[src/triangle_scanline_span_generator_assert.svh]
// Assertion macros for the triangle span generator.
`ifndef TRIANGLE_SCANLINE_SPAN_GENERATOR_ASSERT_SVH
`define TRIANGLE_SCANLINE_SPAN_GENERATOR_ASSERT_SVH

`ifndef ASSERT_OFF
// same-cycle implication
`define TSSG_ASSERT_IMP(label, clk, rst, ante, cons) \
  label: assert property (@(posedge clk) disable iff (rst) (ante) |-> (cons)) \
    else $error("tssg assertion failed");
// next-cycle implication
`define TSSG_ASSERT_NXT(label, clk, rst, ante, cons) \
  label: assert property (@(posedge clk) disable iff (rst) (ante) |=> (cons)) \
    else $error("tssg assertion failed");
`else
`define TSSG_ASSERT_IMP(label, clk, rst, ante, cons)
`define TSSG_ASSERT_NXT(label, clk, rst, ante, cons)
`endif

`endif

[src/tssg_pkg.sv]
// Shared types for the triangle span generator.
package tssg_pkg;

  typedef enum logic {
    OP_LOAD = 1'b0,
    OP_STEP = 1'b1
  } op_t;

  typedef struct packed {
    logic busy;
    logic done;
  } lerp_status_t;

endpackage

[src/tssg_lerp.sv]
// Bit-serial edge interpolator: xa + trunc(dx * k / h), one bit per cycle.
module tssg_lerp import tssg_pkg::*; #(
  parameter int CB = 12
) (
  input  logic                 clk,
  input  logic                 rst,
  input  logic                 start,
  input  logic signed [CB-1:0] xa,
  input  logic signed [CB:0]   dx,
  input  logic        [CB-1:0] k,
  input  logic        [CB-1:0] h,
  output logic signed [CB:0]   result,
  output lerp_status_t         status
);

  localparam int CNT_W = $clog2(CB);
  localparam logic [CNT_W-1:0] CNT_LAST = CNT_W'(CB - 1);

  typedef enum logic [1:0] {
    L_IDLE,
    L_MUL,
    L_DIV,
    L_FIX
  } lstate_t;

  lstate_t               state;
  logic [CNT_W-1:0]      cnt;
  logic [CB-1:0]         hi;
  logic [CB-1:0]         lo;
  logic [CB-1:0]         mag;
  logic                  neg;
  logic signed [CB-1:0]  xa_q;
  logic [CB-1:0]         h_q;
  logic                  done;

  logic [CB:0] dx_abs;
  logic [CB:0] mul_sum;
  logic [CB:0] div_t;
  logic [CB:0] div_diff;
  logic        div_ge;
  logic [CB:0] q_signed;

  always_comb begin
    dx_abs   = dx[CB] ? (~dx + 1'b1) : dx;
    mul_sum  = {1'b0, hi} + (lo[0] ? {1'b0, mag} : '0);
    div_t    = {hi, lo[CB-1]};
    div_diff = div_t - {1'b0, h_q};
    div_ge   = (div_t >= {1'b0, h_q});
    q_signed = neg ? (~{1'b0, lo} + 1'b1) : {1'b0, lo};
  end

  assign status.busy = (state != L_IDLE);
  assign status.done = done;

  always_ff @(posedge clk) begin
    if (rst) begin
      state <= L_IDLE;
      cnt   <= '0;
      done  <= 1'b0;
    end else begin
      done <= 1'b0;
      unique case (state)
        L_IDLE: begin
          if (start) begin
            hi    <= '0;
            lo    <= k;
            mag   <= dx_abs[CB-1:0];
            neg   <= dx[CB];
            xa_q  <= xa;
            h_q   <= h;
            cnt   <= '0;
            state <= L_MUL;
          end
        end
        // LSB-first shift-add: product ends up in {hi, lo}
        L_MUL: begin
          hi <= mul_sum[CB:1];
          lo <= {mul_sum[0], lo[CB-1:1]};
          if (cnt == CNT_LAST) begin
            cnt   <= '0;
            state <= L_DIV;
          end else begin
            cnt <= cnt + 1'b1;
          end
        end
        // restoring division; quotient bits shift into lo
        L_DIV: begin
          hi <= div_ge ? div_diff[CB-1:0] : div_t[CB-1:0];
          lo <= {lo[CB-2:0], div_ge};
          if (cnt == CNT_LAST) begin
            cnt   <= '0;
            state <= L_FIX;
          end else begin
            cnt <= cnt + 1'b1;
          end
        end
        L_FIX: begin
          result <= $signed({xa_q[CB-1], xa_q}) + $signed(q_signed);
          done   <= 1'b1;
          state  <= L_IDLE;
        end
        default: state <= L_IDLE;
      endcase
    end
  end

endmodule

[src/triangle_scanline_span_generator.sv]
// Top level of the triangle scanline span generator.
// A beat with tuser = load (0) carries three vertices and a fill color; the
// vertices are sorted by y and held, and a triangle whose three y are equal
// is dropped. Each beat with tuser = step (1) yields one span for row
// y0+i: left and right x, the color, and tlast on the final row (the bottom
// vertex row is not drawn). A step with no triangle held gives no beat.
// A step runs two bit-serial interpolators side by side (long edge and
// short edge), each doing a shift-add multiply, a restoring divide and a
// fixup step; the next beat is taken once the lanes have finished and the
// output stage has loaded the span, which it does only when the output
// register is free. The output register holds a finished span until
// taken, so a load may enter while a span waits downstream; a new step
// waits only for the output stage.
`include "triangle_scanline_span_generator_assert.svh"

module triangle_scanline_span_generator import tssg_pkg::*; #(
  parameter int COORD_BITS = 12
) (
  input  logic                      clk,
  input  logic                      rst,
  input  logic                      s_tvalid,
  output logic                      s_tready,
  // x0, y0, x1, y1, x2, y2, color (low bit up), zero pad to bytes
  input  logic [((6*COORD_BITS+32+7)/8)*8-1:0] s_tdata,
  // op
  input  logic                      s_tuser,
  output logic                      m_tvalid,
  input  logic                      m_tready,
  // span_y, span_x_left, span_x_right, span_color (low bit up), zero pad
  output logic [((3*COORD_BITS+32+7)/8)*8-1:0] m_tdata,
  // span_last
  output logic                      m_tlast
);

  localparam int C     = COORD_BITS;
  localparam int OUT_W = ((3*C+32+7)/8)*8;

  typedef enum logic [1:0] {
    T_IDLE,
    T_RUN,
    T_OUT
  } tstate_t;

  tstate_t             state;
  logic signed [C-1:0] sx [3];
  logic signed [C-1:0] sy [3];
  logic [C:0]          row;
  logic [31:0]         fill_color;
  logic                active;

  // input unpack
  logic signed [C-1:0] in_x [3];
  logic signed [C-1:0] in_y [3];
  logic [31:0]         in_color;

  assign in_x[0]  = s_tdata[C-1:0];
  assign in_y[0]  = s_tdata[2*C-1:C];
  assign in_x[1]  = s_tdata[3*C-1:2*C];
  assign in_y[1]  = s_tdata[4*C-1:3*C];
  assign in_x[2]  = s_tdata[5*C-1:4*C];
  assign in_y[2]  = s_tdata[6*C-1:5*C];
  assign in_color = s_tdata[6*C+31:6*C];

  logic in_acc;
  logic is_load;
  logic lane_start;

  assign s_tready   = (state == T_IDLE);
  assign in_acc     = s_tvalid && s_tready;
  assign is_load    = (op_t'(s_tuser) == OP_LOAD);
  assign lane_start = in_acc && !is_load && active;

  // three compare-and-swap steps on strictly greater y
  logic signed [C-1:0] srt_x [3];
  logic signed [C-1:0] srt_y [3];
  logic                flat;

  always_comb begin
    logic signed [C-1:0] tx;
    logic signed [C-1:0] ty;
    tx = '0;
    ty = '0;
    for (int n = 0; n < 3; n++) begin
      srt_x[n] = in_x[n];
      srt_y[n] = in_y[n];
    end
    if (srt_y[0] > srt_y[1]) begin
      tx = srt_x[0]; srt_x[0] = srt_x[1]; srt_x[1] = tx;
      ty = srt_y[0]; srt_y[0] = srt_y[1]; srt_y[1] = ty;
    end
    if (srt_y[0] > srt_y[2]) begin
      tx = srt_x[0]; srt_x[0] = srt_x[2]; srt_x[2] = tx;
      ty = srt_y[0]; srt_y[0] = srt_y[2]; srt_y[2] = ty;
    end
    if (srt_y[1] > srt_y[2]) begin
      tx = srt_x[1]; srt_x[1] = srt_x[2]; srt_x[2] = tx;
      ty = srt_y[1]; srt_y[1] = srt_y[2]; srt_y[2] = ty;
    end
    flat = (in_y[0] == in_y[1]) && (in_y[0] == in_y[2]);
  end

  // edge setup from held vertices; heights are never negative after sorting
  logic [C:0]          total;
  logic [C:0]          upper;
  logic [C:0]          lower;
  logic                second;
  logic                span_last;
  logic [C:0]          k_low;
  logic signed [C:0]   dx02;
  logic signed [C:0]   dx01;
  logic signed [C:0]   dx12;
  logic signed [C-1:0] b_xa;
  logic signed [C:0]   b_dx;
  logic [C-1:0]        b_k;
  logic [C-1:0]        b_h;

  always_comb begin
    total     = {sy[2][C-1], sy[2]} - {sy[0][C-1], sy[0]};
    upper     = {sy[1][C-1], sy[1]} - {sy[0][C-1], sy[0]};
    lower     = {sy[2][C-1], sy[2]} - {sy[1][C-1], sy[1]};
    second    = (row > upper) || (upper == '0);
    span_last = (({1'b0, row} + 1'b1) >= {1'b0, total});
    k_low     = row - upper;
    dx02      = {sx[2][C-1], sx[2]} - {sx[0][C-1], sx[0]};
    dx01      = {sx[1][C-1], sx[1]} - {sx[0][C-1], sx[0]};
    dx12      = {sx[2][C-1], sx[2]} - {sx[1][C-1], sx[1]};
    if (second) begin
      b_xa = sx[1];
      b_dx = dx12;
      b_k  = k_low[C-1:0];
      b_h  = lower[C-1:0];
    end else begin
      b_xa = sx[0];
      b_dx = dx01;
      b_k  = row[C-1:0];
      b_h  = upper[C-1:0];
    end
  end

  logic signed [C:0] ax;
  logic signed [C:0] bx;
  lerp_status_t      la_st;
  lerp_status_t      lb_st;

  // long edge, v0 to v2
  tssg_lerp #(.CB(C)) u_lerp_a (
    .clk    (clk),
    .rst    (rst),
    .start  (lane_start),
    .xa     (sx[0]),
    .dx     (dx02),
    .k      (row[C-1:0]),
    .h      (total[C-1:0]),
    .result (ax),
    .status (la_st)
  );

  // short edge of the current half
  tssg_lerp #(.CB(C)) u_lerp_b (
    .clk    (clk),
    .rst    (rst),
    .start  (lane_start),
    .xa     (b_xa),
    .dx     (b_dx),
    .k      (b_k),
    .h      (b_h),
    .result (bx),
    .status (lb_st)
  );

  logic          out_load;
  logic [C-1:0]  x_left;
  logic [C-1:0]  x_right;
  logic [C-1:0]  span_y;

  assign out_load = (state == T_OUT) && (!m_tvalid || m_tready);

  always_comb begin
    if (ax > bx) begin
      x_left  = bx[C-1:0];
      x_right = ax[C-1:0];
    end else begin
      x_left  = ax[C-1:0];
      x_right = bx[C-1:0];
    end
    span_y = sy[0] + row[C-1:0];
  end

  always_ff @(posedge clk) begin
    if (rst) begin
      state      <= T_IDLE;
      active     <= 1'b0;
      row        <= '0;
      fill_color <= '0;
      m_tvalid   <= 1'b0;
      for (int n = 0; n < 3; n++) begin
        sx[n] <= '0;
        sy[n] <= '0;
      end
    end else begin
      // a taken beat clears valid unless a new span is loaded this cycle
      if (m_tvalid && m_tready && !out_load) begin
        m_tvalid <= 1'b0;
      end
      unique case (state)
        T_IDLE: begin
          if (in_acc && is_load) begin
            for (int n = 0; n < 3; n++) begin
              sx[n] <= srt_x[n];
              sy[n] <= srt_y[n];
            end
            fill_color <= in_color;
            row        <= '0;
            active     <= !flat;
          end else if (lane_start) begin
            state <= T_RUN;
          end
        end
        T_RUN: begin
          if (la_st.done) begin
            state <= T_OUT;
          end
        end
        T_OUT: begin
          if (out_load) begin
            m_tdata  <= OUT_W'({fill_color, x_right, x_left, span_y});
            m_tlast  <= span_last;
            m_tvalid <= 1'b1;
            if (span_last) begin
              active <= 1'b0;
              row    <= '0;
            end else begin
              row <= row + 1'b1;
            end
            state <= T_IDLE;
          end
        end
        default: state <= T_IDLE;
      endcase
    end
  end

  // input is taken only while both lanes are quiet
  `TSSG_ASSERT_IMP(a_ready_lanes_idle, clk, rst, s_tready, !la_st.busy && !lb_st.busy)
  // both lanes run in lockstep
  `TSSG_ASSERT_IMP(a_lanes_lockstep, clk, rst, la_st.done || lb_st.done, la_st.done && lb_st.done)
  // an accepted step on a held triangle starts the lanes
  `TSSG_ASSERT_NXT(a_step_starts, clk, rst, lane_start, la_st.busy && lb_st.busy)
  // the last span retires the triangle
  `TSSG_ASSERT_NXT(a_last_retires, clk, rst, out_load && span_last, !active && m_tlast)

endmodule

[config.mk]
export PLATFORM = sky130hd
export DESIGN_NAME = triangle_scanline_span_generator
export DESIGN_NICKNAME = d
export VERILOG_FILES = /design/src/tssg_pkg.sv /design/src/tssg_lerp.sv /design/src/triangle_scanline_span_generator.sv
export VERILOG_INCLUDE_DIRS = /design/src /design/src/src
export SDC_FILE = /design/constraint.sdc
export NUM_CORES = 1
export LEC_CHECK = 0
export ABC_AREA = 1
export BUFFER_PORTS_ARGS = -buffer_cell sky130_fd_sc_hd__buf_4
export CORE_ASPECT_RATIO = 1.75
export CORE_MARGIN = 2
export CORE_UTILIZATION = 55
export CTS_BUF_LIST = sky130_fd_sc_hd__clkbuf_4 sky130_fd_sc_hd__clkbuf_8
export DETAILED_ROUTE_END_ITERATION = 10
export PLACE_DENSITY_LB_ADDON = 0.2
export SETUP_SLACK_MARGIN = 0.05
export SKIP_LAST_GASP = 1
export SLEW_MARGIN = 20
export SYNTH_ARGS = -nofsm -noshare
export SYNTH_HDL_FRONTEND = slang
export SYNTH_SLANG_ARGS = --single-unit
[constraint.sdc]
create_clock -name clk -period 7.7 [get_ports clk]
set_input_delay 1.155 -clock clk [delete_from_list [all_inputs] [get_ports clk]]
set_output_delay 1.155 -clock clk [all_outputs]
set_load 0.05 [all_outputs]
; ---- Word level (Yosys, flattened, before mapping)
; Memories as Yosys holds them, arrays and structs flattened.
; Cells that the tools add are included.
; W data, S select, Z words.
[word_totals]
regBits = 279
mem_bits_rw = 72
inputBits = 109
output_inout_bits = 75
word_cells = 202
memories = 2
[op_classes]
add_sub_neg = 22
magnitude_cmp = 8
eq_ne = 24
mux = 69
n_bitwise = 12
reduce_logical = 39
[mem_list]
columns = memory, depth, word_bits, read_ports, rd_clocked_by_memory_dff, write_ports, line
row1 = sx, 3, 12, 3, 0, 3, triangle_scanline_span_generator.sv:45  ; logic signed [C-1:0] sx [3];
row2 = sy, 3, 12, 3, 0, 3, triangle_scanline_span_generator.sv:46  ; logic signed [C-1:0] sy [3];
[op_table]
columns = op, n
row1 = $mux W12, 24
row2 = $pmux W12 S3, 4
row3 = $mux W24, 4
row4 = $mux W13, 6
row5 = $sub A12 B12 Y13, 5
row6 = $sub A12 B12 Y12, 4
row7 = $add A13 B1 Y13 const B, 3
row8 = $gt A12 B12 Y1, 3
row9 = $add A12 B12 Y13, 2
row10 = $add A12 B13 Y13, 2
row11 = $ge A13 B12 Y1, 2
row12 = $gt A13 B13 Y1, 2
row13 = $not A12 Y13, 2
row14 = $pmux W13 S2, 1
row15 = $add A12 B1 Y12 const B, 2
row16 = $eq A12 B12 Y1, 2
row17 = $not A12 Y12, 2
row18 = $reduce_and A3 Y1, 8
row19 = $mux W2, 8
row20 = $pmux W2 S4, 2
row21 = $pmux W4 S2, 2
row22 = $add A13 B1 Y14 const B, 1
row23 = $ge A14 B13 Y1, 1
row24 = $ne A2 B1 Y1 const B, 7
row25 = 22 further kinds, 75

; ---- Logic depth before layout (Yosys ltp)
; Gate-level depths: netlist of run 1.
[logic_depth]
word_depth = 8
mapped_depth = 40
mapped_depth_nobuf = 37

; ---- Modules after synthesis
; Synthesis of run 1 repeated with hierarchy kept, for this count alone.
[hier_totals]
hier_cells = 3719
area_unflattened_um2 = 27850.5
[modules_own_cells]
columns = mod, instances, cells_per_inst, area_per_inst_um2, seq_area_each_um2
row1 = triangle_scanline_span_generator, 1, 2356, 16527.1, 5215.0
row2 = tssg_lerp (u_lerp_a), 1, 685, 5704.2, 2362.3
row3 = tssg_lerp (u_lerp_b), 1, 678, 5619.1, 2362.3

; ---- Least setup slack after synthesis of run 1
; No wires, ideal clock.
[synth_timing]
kind = in2reg
from = input port s_tdata[47]
to = memory sx[0][25] (netlist name) (data pin)
setup_ps = 128
arrival_ps = 5932
required_time_ps = 7572
setup_slack_ps = 1639
cell_stages = 38
path_buffers = 4
cell_sequence = inv_1 ha_1 nand2_1 nor2_1 nand2_1 a21oi_1 nor2_1 o21ai_0 o21ai_0 nand2_1 clkbuf_1 nand2_1 o21ai_0 ha_1 clkinv_1 nor2_1 o21bai_1 nand2_1 [... 2 more ...] xor2_1 a31oi_1 clkbuf_1 nand2_1 o21ai_0 inv_1 ha_1 nand4_1 nor2_1 nand2_1 o2111ai_1 nand2_1 a21o_1 inv_1 clkbuf_1 clkbuf_1 o21bai_1 inv_1
[synth_lines]
columns = element, line
row1 = from (decl), triangle_scanline_span_generator.sv:24  ; input logic [((6*COORD_BITS+32+7)/8)*8-1:0] s_tdata,
row2 = to (decl), triangle_scanline_span_generator.sv:45

==> results of run 1 <==
[cell families (layout without fill, tap and decap cells)]
logic type	count (synthesis)	in the layout
buf+inv	606	810
simple gates	984	984
flops	351	351
compound gates	743	743
fa+ha+maj	261	261
other cells	1	5
xor+xnor	157	157
[flip-flops by register name, indices dropped and copies added, names as in the netlist, 13 cells and up]
signal           cells
sy                  36
u_lerp_b.result     13
sx                  36
u_lerp_a.result     13
m_tdata             68
fill_color          32
row                 13
[critical path: cells and delay by family]
kind | cells | cell delay, ns
AND/OR/NAND/NOR | 13 | 1.56
XOR/XNOR | 1 | 0.19
AO/OA/AOI/OAI | 11 | 1.49
buffers and inverters | 9 | 1.65
adder cells (fa/ha/maj) | 3 | 1.01
[Yosys cell counts, types with 5 or more instances]
cell type,n
inv_2,5
buf_4,5
clkbuf_1,68
fa_1,14
nor4_1,5
o21bai_1,60
nor3_1,37
xor2_1,112
ha_1,247
dfxtp_1,62
nand3_1,122
inv_1,501
nand2_1,595
nand2_2,13
clkinv_1,6
buf_1,10
o211ai_1,33
o31ai_1,5
o21ai_0,302
edfxtp_1,289
a21oi_1,271
o21ai_1,7
nand4_1,27
a21o_1,7
a31oi_1,7
o22ai_1,21
nand3b_1,9
nor2_1,155
xnor2_1,45
buf_2,10
a22oi_1,6
or2_2,7
[power by group]
group,switching [mW],total [mW],leakage [nW],internal (mW)
sequential,0.164,2.51,3.26,2.34
combinational,2.15,3.20,9.59,1.06
clock,0.772,1.76,0.632,0.986
total,3.08,7.47,13.5,4.38
[worst max path at each step]
stage | endpoint | cells past startpoint
after floorplan | sx[0][25] | 38
after global placement | sx[0][17] | 34
after detailed placement | sy[0][20] | 37
after CTS | sy[0][20] | 37
after global routing | sx[0][23] | 34
final | sy[0][20] | 37
[area by class of cell]
type / instances / area [µm²]
fillers: 3966 / 16910
multi-input cells: 2149 / 13050
flip-flops and latches: 351 / 9920
inverters: 512 / 1922
repair buffers: 199 / 1494
clock buffers: 70 / 869.6
well taps: 577 / 721.9
clock inverters: 29 / 352.8
diodes: 1 / 2.502
[per-layer routing]
layer | vias to the layer above | global-route usage [%] | wire length (µm)
met1 | 9786 | 28.45 | 24580
met3 | 228 | 4.035 | 2961
li1 | 10740 | - | -
met2 | 609 | 55.59 | 36730
met5 | - | 0 | 0
met4 | 0 | 17.83 | 4834
==> summary.md, run 1 <==
| Metric | Value |
|---|---|
| DRC | 0 |
| RR Endpoint | u_lerp_b.mag[9] |
| Synth Register Bits | 351 |
| Critical path capture point type | flip-flop |
| Initial drt markers | 1119 |
| Drt wl/cell | 17.77 µm |
| Pre-CTS setup slack | 0.5268 ns |
| CTS tree | done |
| P&R area growth vs syn | 12.30% |
| Pin count of the biggest net entering global routing | 94 |
| Largest area contributor in the netlist | edfxtp_1 |
| DIE AREA | 47660 µm² |
| Setup_tns | 0 ns |
| TritonCTS Buffers | 53 |
| Crit path max fanout | 50 |
| Mapped Cells | 3103 |
| IO Pins | 184 |
| Synth top area cells | edfxtp_1 (34%), ha_1 (12%), nand2_1 (8.9%) |
| Post-Route WL | 69100 µm |
| Drt via density | 5.493 |
| Hpwl dp | 56410 µm |
| Pins Over Slew Limit | 0 |
| Util after Layout | 62.63% |
| H-tree levels | 2 |
| Placed insts | 3788 |
| Final setup violation count | 0 |
| Remaining Overflow, GRT | 0 |
| Commonest non-fill, non-tap cell in the layout | nand2_1 |
| Worst r2r src | sy[0][12] |
| Least-Margin Pin Slew | 0.8666 ns |
| Area share of the largest cell type after synthesis | 34.40% |
| Skew final | 0.03167 ns |
| Most frequent cells in the layout | nand2_1 (593), inv_1 (501), o21ai_0 (301), edfxtp_1 (289), a21oi_1 (271) |
| Vert. Die Dim | 287.3 µm |
| Post-synth top flop | edfxtp_1 |
| Startpoint Class | input port |
| Clock buffer depth | 3 |
| Remaining antenna violation count | 0 |
| Synth Area in Simple Gates | 16.37% |
| Largest family of logic cells by synthesized area | simple AND/OR/NAND/NOR gates |
| Crit share post-route | 85.81% |
| Share of layout cells above drive strength 1 | 10.27% |
| Hold endpoint | m_tdata[36] |
| Synth async-reset ratio | 0% |
| Cell area after layout | 28330 µm² |
| Post-Layout Cell Count | 3888 |
| Vias in the first global route | 21.34k |
| CTS Sinks | 351 |
| Slowest Stage Delay on Critical Path | 0.39 ns |
| Synth warnings | 0 |
| Placed Area | 27100 µm² |
| Register area share after synthesis | 39.32% |
| Crit-path slowest cell | nand2_2 |
| First-pass GRT wire length | 108700 µm |
| Post-CTS Hold Buffers | 0 |
| Hold path depth | 0 |
| Initial core utilization | 55.77% |
| Rows | 103 |
| Status | complete, no violations |
| Lkg Pwr | 13.48 nW |
| Crit path arrival time | 7.09 ns |
| PortBufs | 179 |
| Post-synthesis adder-cell area fraction | 13.36% |
| Mux cell area share after synthesis | 0% |
| Slew HR | 41.84% |
| Post-CTS Setup Bufs | 0 |
| GR Util All Layers | 28.67% |
| Min Hold Slack | 0.4252 ns |
| Compound-cell area share of the yosys netlist | 16.30% |
| Chip Width | 165.9 µm |
| Worst Reg-to-Reg Cells | 25 |
| Power Density | 263.6 nW/µm² |
| Worst VDD drop | 0.2119 mV |
| Core area | 45230 µm² |
| Worst hold path type | flip-flop to flip-flop |
| Power, Total | 7.467 mW |
| 1st-pass router iterations | 5 |
| CTS resizes | 0 |
| Fin nets | 3636 |
| RSZ-0062 raised after global routing | no |
| Clk Latency, worst-skew pair | 0.63 ns |
| Setup WS post-layout | 1.093 ns |
| Synthesized area per cell | 8.130 µm² |
| Worst hold path startpoint | fill_color[0] |
| Vias | 21.36k |
| Antenna violations before repair | 1 |
| Min Clock Period, post-route | 6.607 ns |
| EDFF count, synth | 289 |
| Max Freq | 151.3 MHz |
| GP Congestion | 0.9746 |
| CTS root buf | clkbuf_8 |
| Post-Syn Area | 25230 µm² |
| WS Path Type | input port to flip-flop |
| Fin. Hold Viols | 0 |
| Max-cap violations | 0 |
| Post-Synth XOR/XNOR Area | 5.451% |
| Register clock-pin slew on the reported worst setup and hold paths | 0.07 ns |
| Crit path from | s_tdata[21] |
| Synth unique cells | 54 |
| R2r setup slk | 2.28 ns |
| CP required | 8.18 ns |
No activity file was read; power rests on OpenSTA's default activity.
==> inputs of run 2 (changes only) <==
SYNTH_HIERARCHICAL = 1   (was default)
==> run 2 against run 1 <==
Against the previous run: die area rose by 10%; global-route usage rose by 0.069 points; clock power fell by 9.7%; core utilization fell by 1.4 points; critical path type unchanged; critical endpoint is now sx[0][25]; non-clock buffer count rose by 7.
==> summary.md, run 2 <==
| Metric | Value |
|---|---|
| Remaining antenna violation count | 0 |
| CTS root buf | clkbuf_8 |
| Drt wl/cell | 16.72 µm |
| Most frequent cells in the layout | nand2_1 (987), inv_1 (590), nand3_1 (422), edfxtp_1 (289), a21oi_1 (249) |
| Regs by FF count | m_tdata x68, sx x36, sy x36 |
| GR Util All Layers | 28.74% |
| Power Density | 288.6 nW/µm² |
| Clk Latency, worst-skew pair | 0.64 ns |
| Crit path arrival time | 6.76 ns |
| Rows | 109 |
| Cell area after layout | 30720 µm² |
| Antenna violations before repair | 1 |
| GR Util met2 | 55.42% |
| Core area | 50190 µm² |
| GP Congestion | 0.9630 |
| Vert. Die Dim | 301.5 µm |
| Top cell by count, worst path | nand2_1 |
| Fin. Hold Viols | 0 |
| Bufs and invs on worst path | 8 |
| Critical path capture point type | flip-flop |
| RSZ-0062 raised after global routing | no |
| GRT met1 Usage | 28.64% |
| Synthesized area per cell | 7.486 µm² |
| Mapped Cells | 3716 |
| Worst hold path startpoint | fill_color[24] |
| Commonest non-fill, non-tap cell in the layout | nand2_1 |
| Post-Layout Cell Count | 4568 |
| CTS Sinks | 351 |
| Status | complete, no violations |
| Placed Area | 29640 µm² |
| Global routing's busiest layer | met2 |
| Post-CTS Setup Bufs | 0 |
| Family with the most delay on the worst path | simple AND/OR/NAND/NOR gates |
| Initial drt markers | 1422 |
| CP required | 8.07 ns |
| Chip Width | 174.0 µm |
| CTS tree | done |
| IO Pins | 184 |
| First-pass GRT wire length | 119900 µm |
| Register clock-pin slew on the reported worst setup and hold paths | 0.07 ns |
| TritonCTS Buffers | 50 |
| Share of layout cells above drive strength 1 | 9.587% |
| P&R area growth vs syn | 10.43% |
| Vias in the first global route | 23.67k |
| Crit share post-route | 83.03% |
| Max Freq | 156.4 MHz |
| Skew final | 0.04594 ns |
| Startpoint Class | input port |
| 1st-pass router iterations | 6 |
| Crit path from | s_tdata[23] |
| Worst VDD drop | 0.1462 mV |
| WS Path Type | input port to flip-flop |
| Final setup violation count | 0 |
| Setup_tns | 0 ns |
| Fin nets | 4230 |
| Post-CTS Hold Buffers | 0 |
| Lkg Pwr | 15.55 nW |
| Clock buffer depth | 3 |
| Fillers | 4741 |
| Largest reg by FF count | m_tdata |
| H-tree levels | 2 |
| CTS resizes | 0 |
| Pin count of the biggest net entering global routing | 70 |
| Post-Syn Area | 27820 µm² |
| Remaining Overflow, GRT | 0 |
| Crit-path slowest cell | buf_4 |
| PortBufs | 179 |
| Crit path max fanout | 48 |
| Least-Margin Pin Slew | 1.141 ns |
| Initial core utilization | 55.43% |
| Synth warnings | 6 |
| Slew HR | 23.63% |
| Vias | 24.70k |
| Worst r2r src | sy[0][0] |
| Pins Over Slew Limit | 0 |
| Power, Total | 8.866 mW |
| DRC | 0 |
| Placed insts | 4475 |
| DIE AREA | 52470 µm² |
| Slowest Stage Delay on Critical Path | 0.46 ns |
| Met3 Usage GRT | 3.038% |
| Drt via density | 5.407 |
| Min Clock Period, post-route | 6.393 ns |
| Max reg flops | 68 |
| Worst hold path type | flip-flop to flip-flop |
| Max-cap violations | 0 |
| Hpwl dp | 61090 µm |
| Post-Route WL | 76360 µm |
==> run 2: final timing paths <==
check / cells after the start / end / slack (ns)
min: 0 / m_tdata[60] / 0.43
min reg2reg: 0 / m_tdata[60] / 0.43
max: 38 / sx[0][25] / 1.31
max reg2reg: 27 / u_lerp_b/mag[8] / 2.68
==> run 2: metal layers <==
metal	up-vias	part of all wire, %
li1	12480	-
met1	11250	35
met2	718	53
met3	252	4.4
met4	0	7.5
met5	-	0
==> run 2: metrics by stage <==
stage	worst slack [ns]	util, %	hold WS, ns
floorplan	1.872	-	0.4091
global placement	0.8196	59.05	0.4135
detailed placement	0.7204	59.05	0.4180
CTS	1.336	61.20	0.4342
global route	0.6629	61.21	0.4463
finish	1.307	61.21	0.4340
==> run 2: layout make-up <==
type	instances	area [µm²]	share of cell area, %
Multi-Input combinational cell	2637	15030	48.93
Sequential cell	351	9920	32.29
Inverter	615	2311	7.523
Timing Repair Buffer	206	1546	5.034
Tap cell	666	833.3	2.713
Clock buffer	61	777.0	2.529
Clock inverter	31	300.3	0.9775
Antenna cell	1	2.502	0.008146
==> run 2: power breakdown <==
part	internal, mW	switching [mW]
clock network	0.845	0.747
registers	2.54	0.263
logic	1.58	2.89
total	4.96	3.90
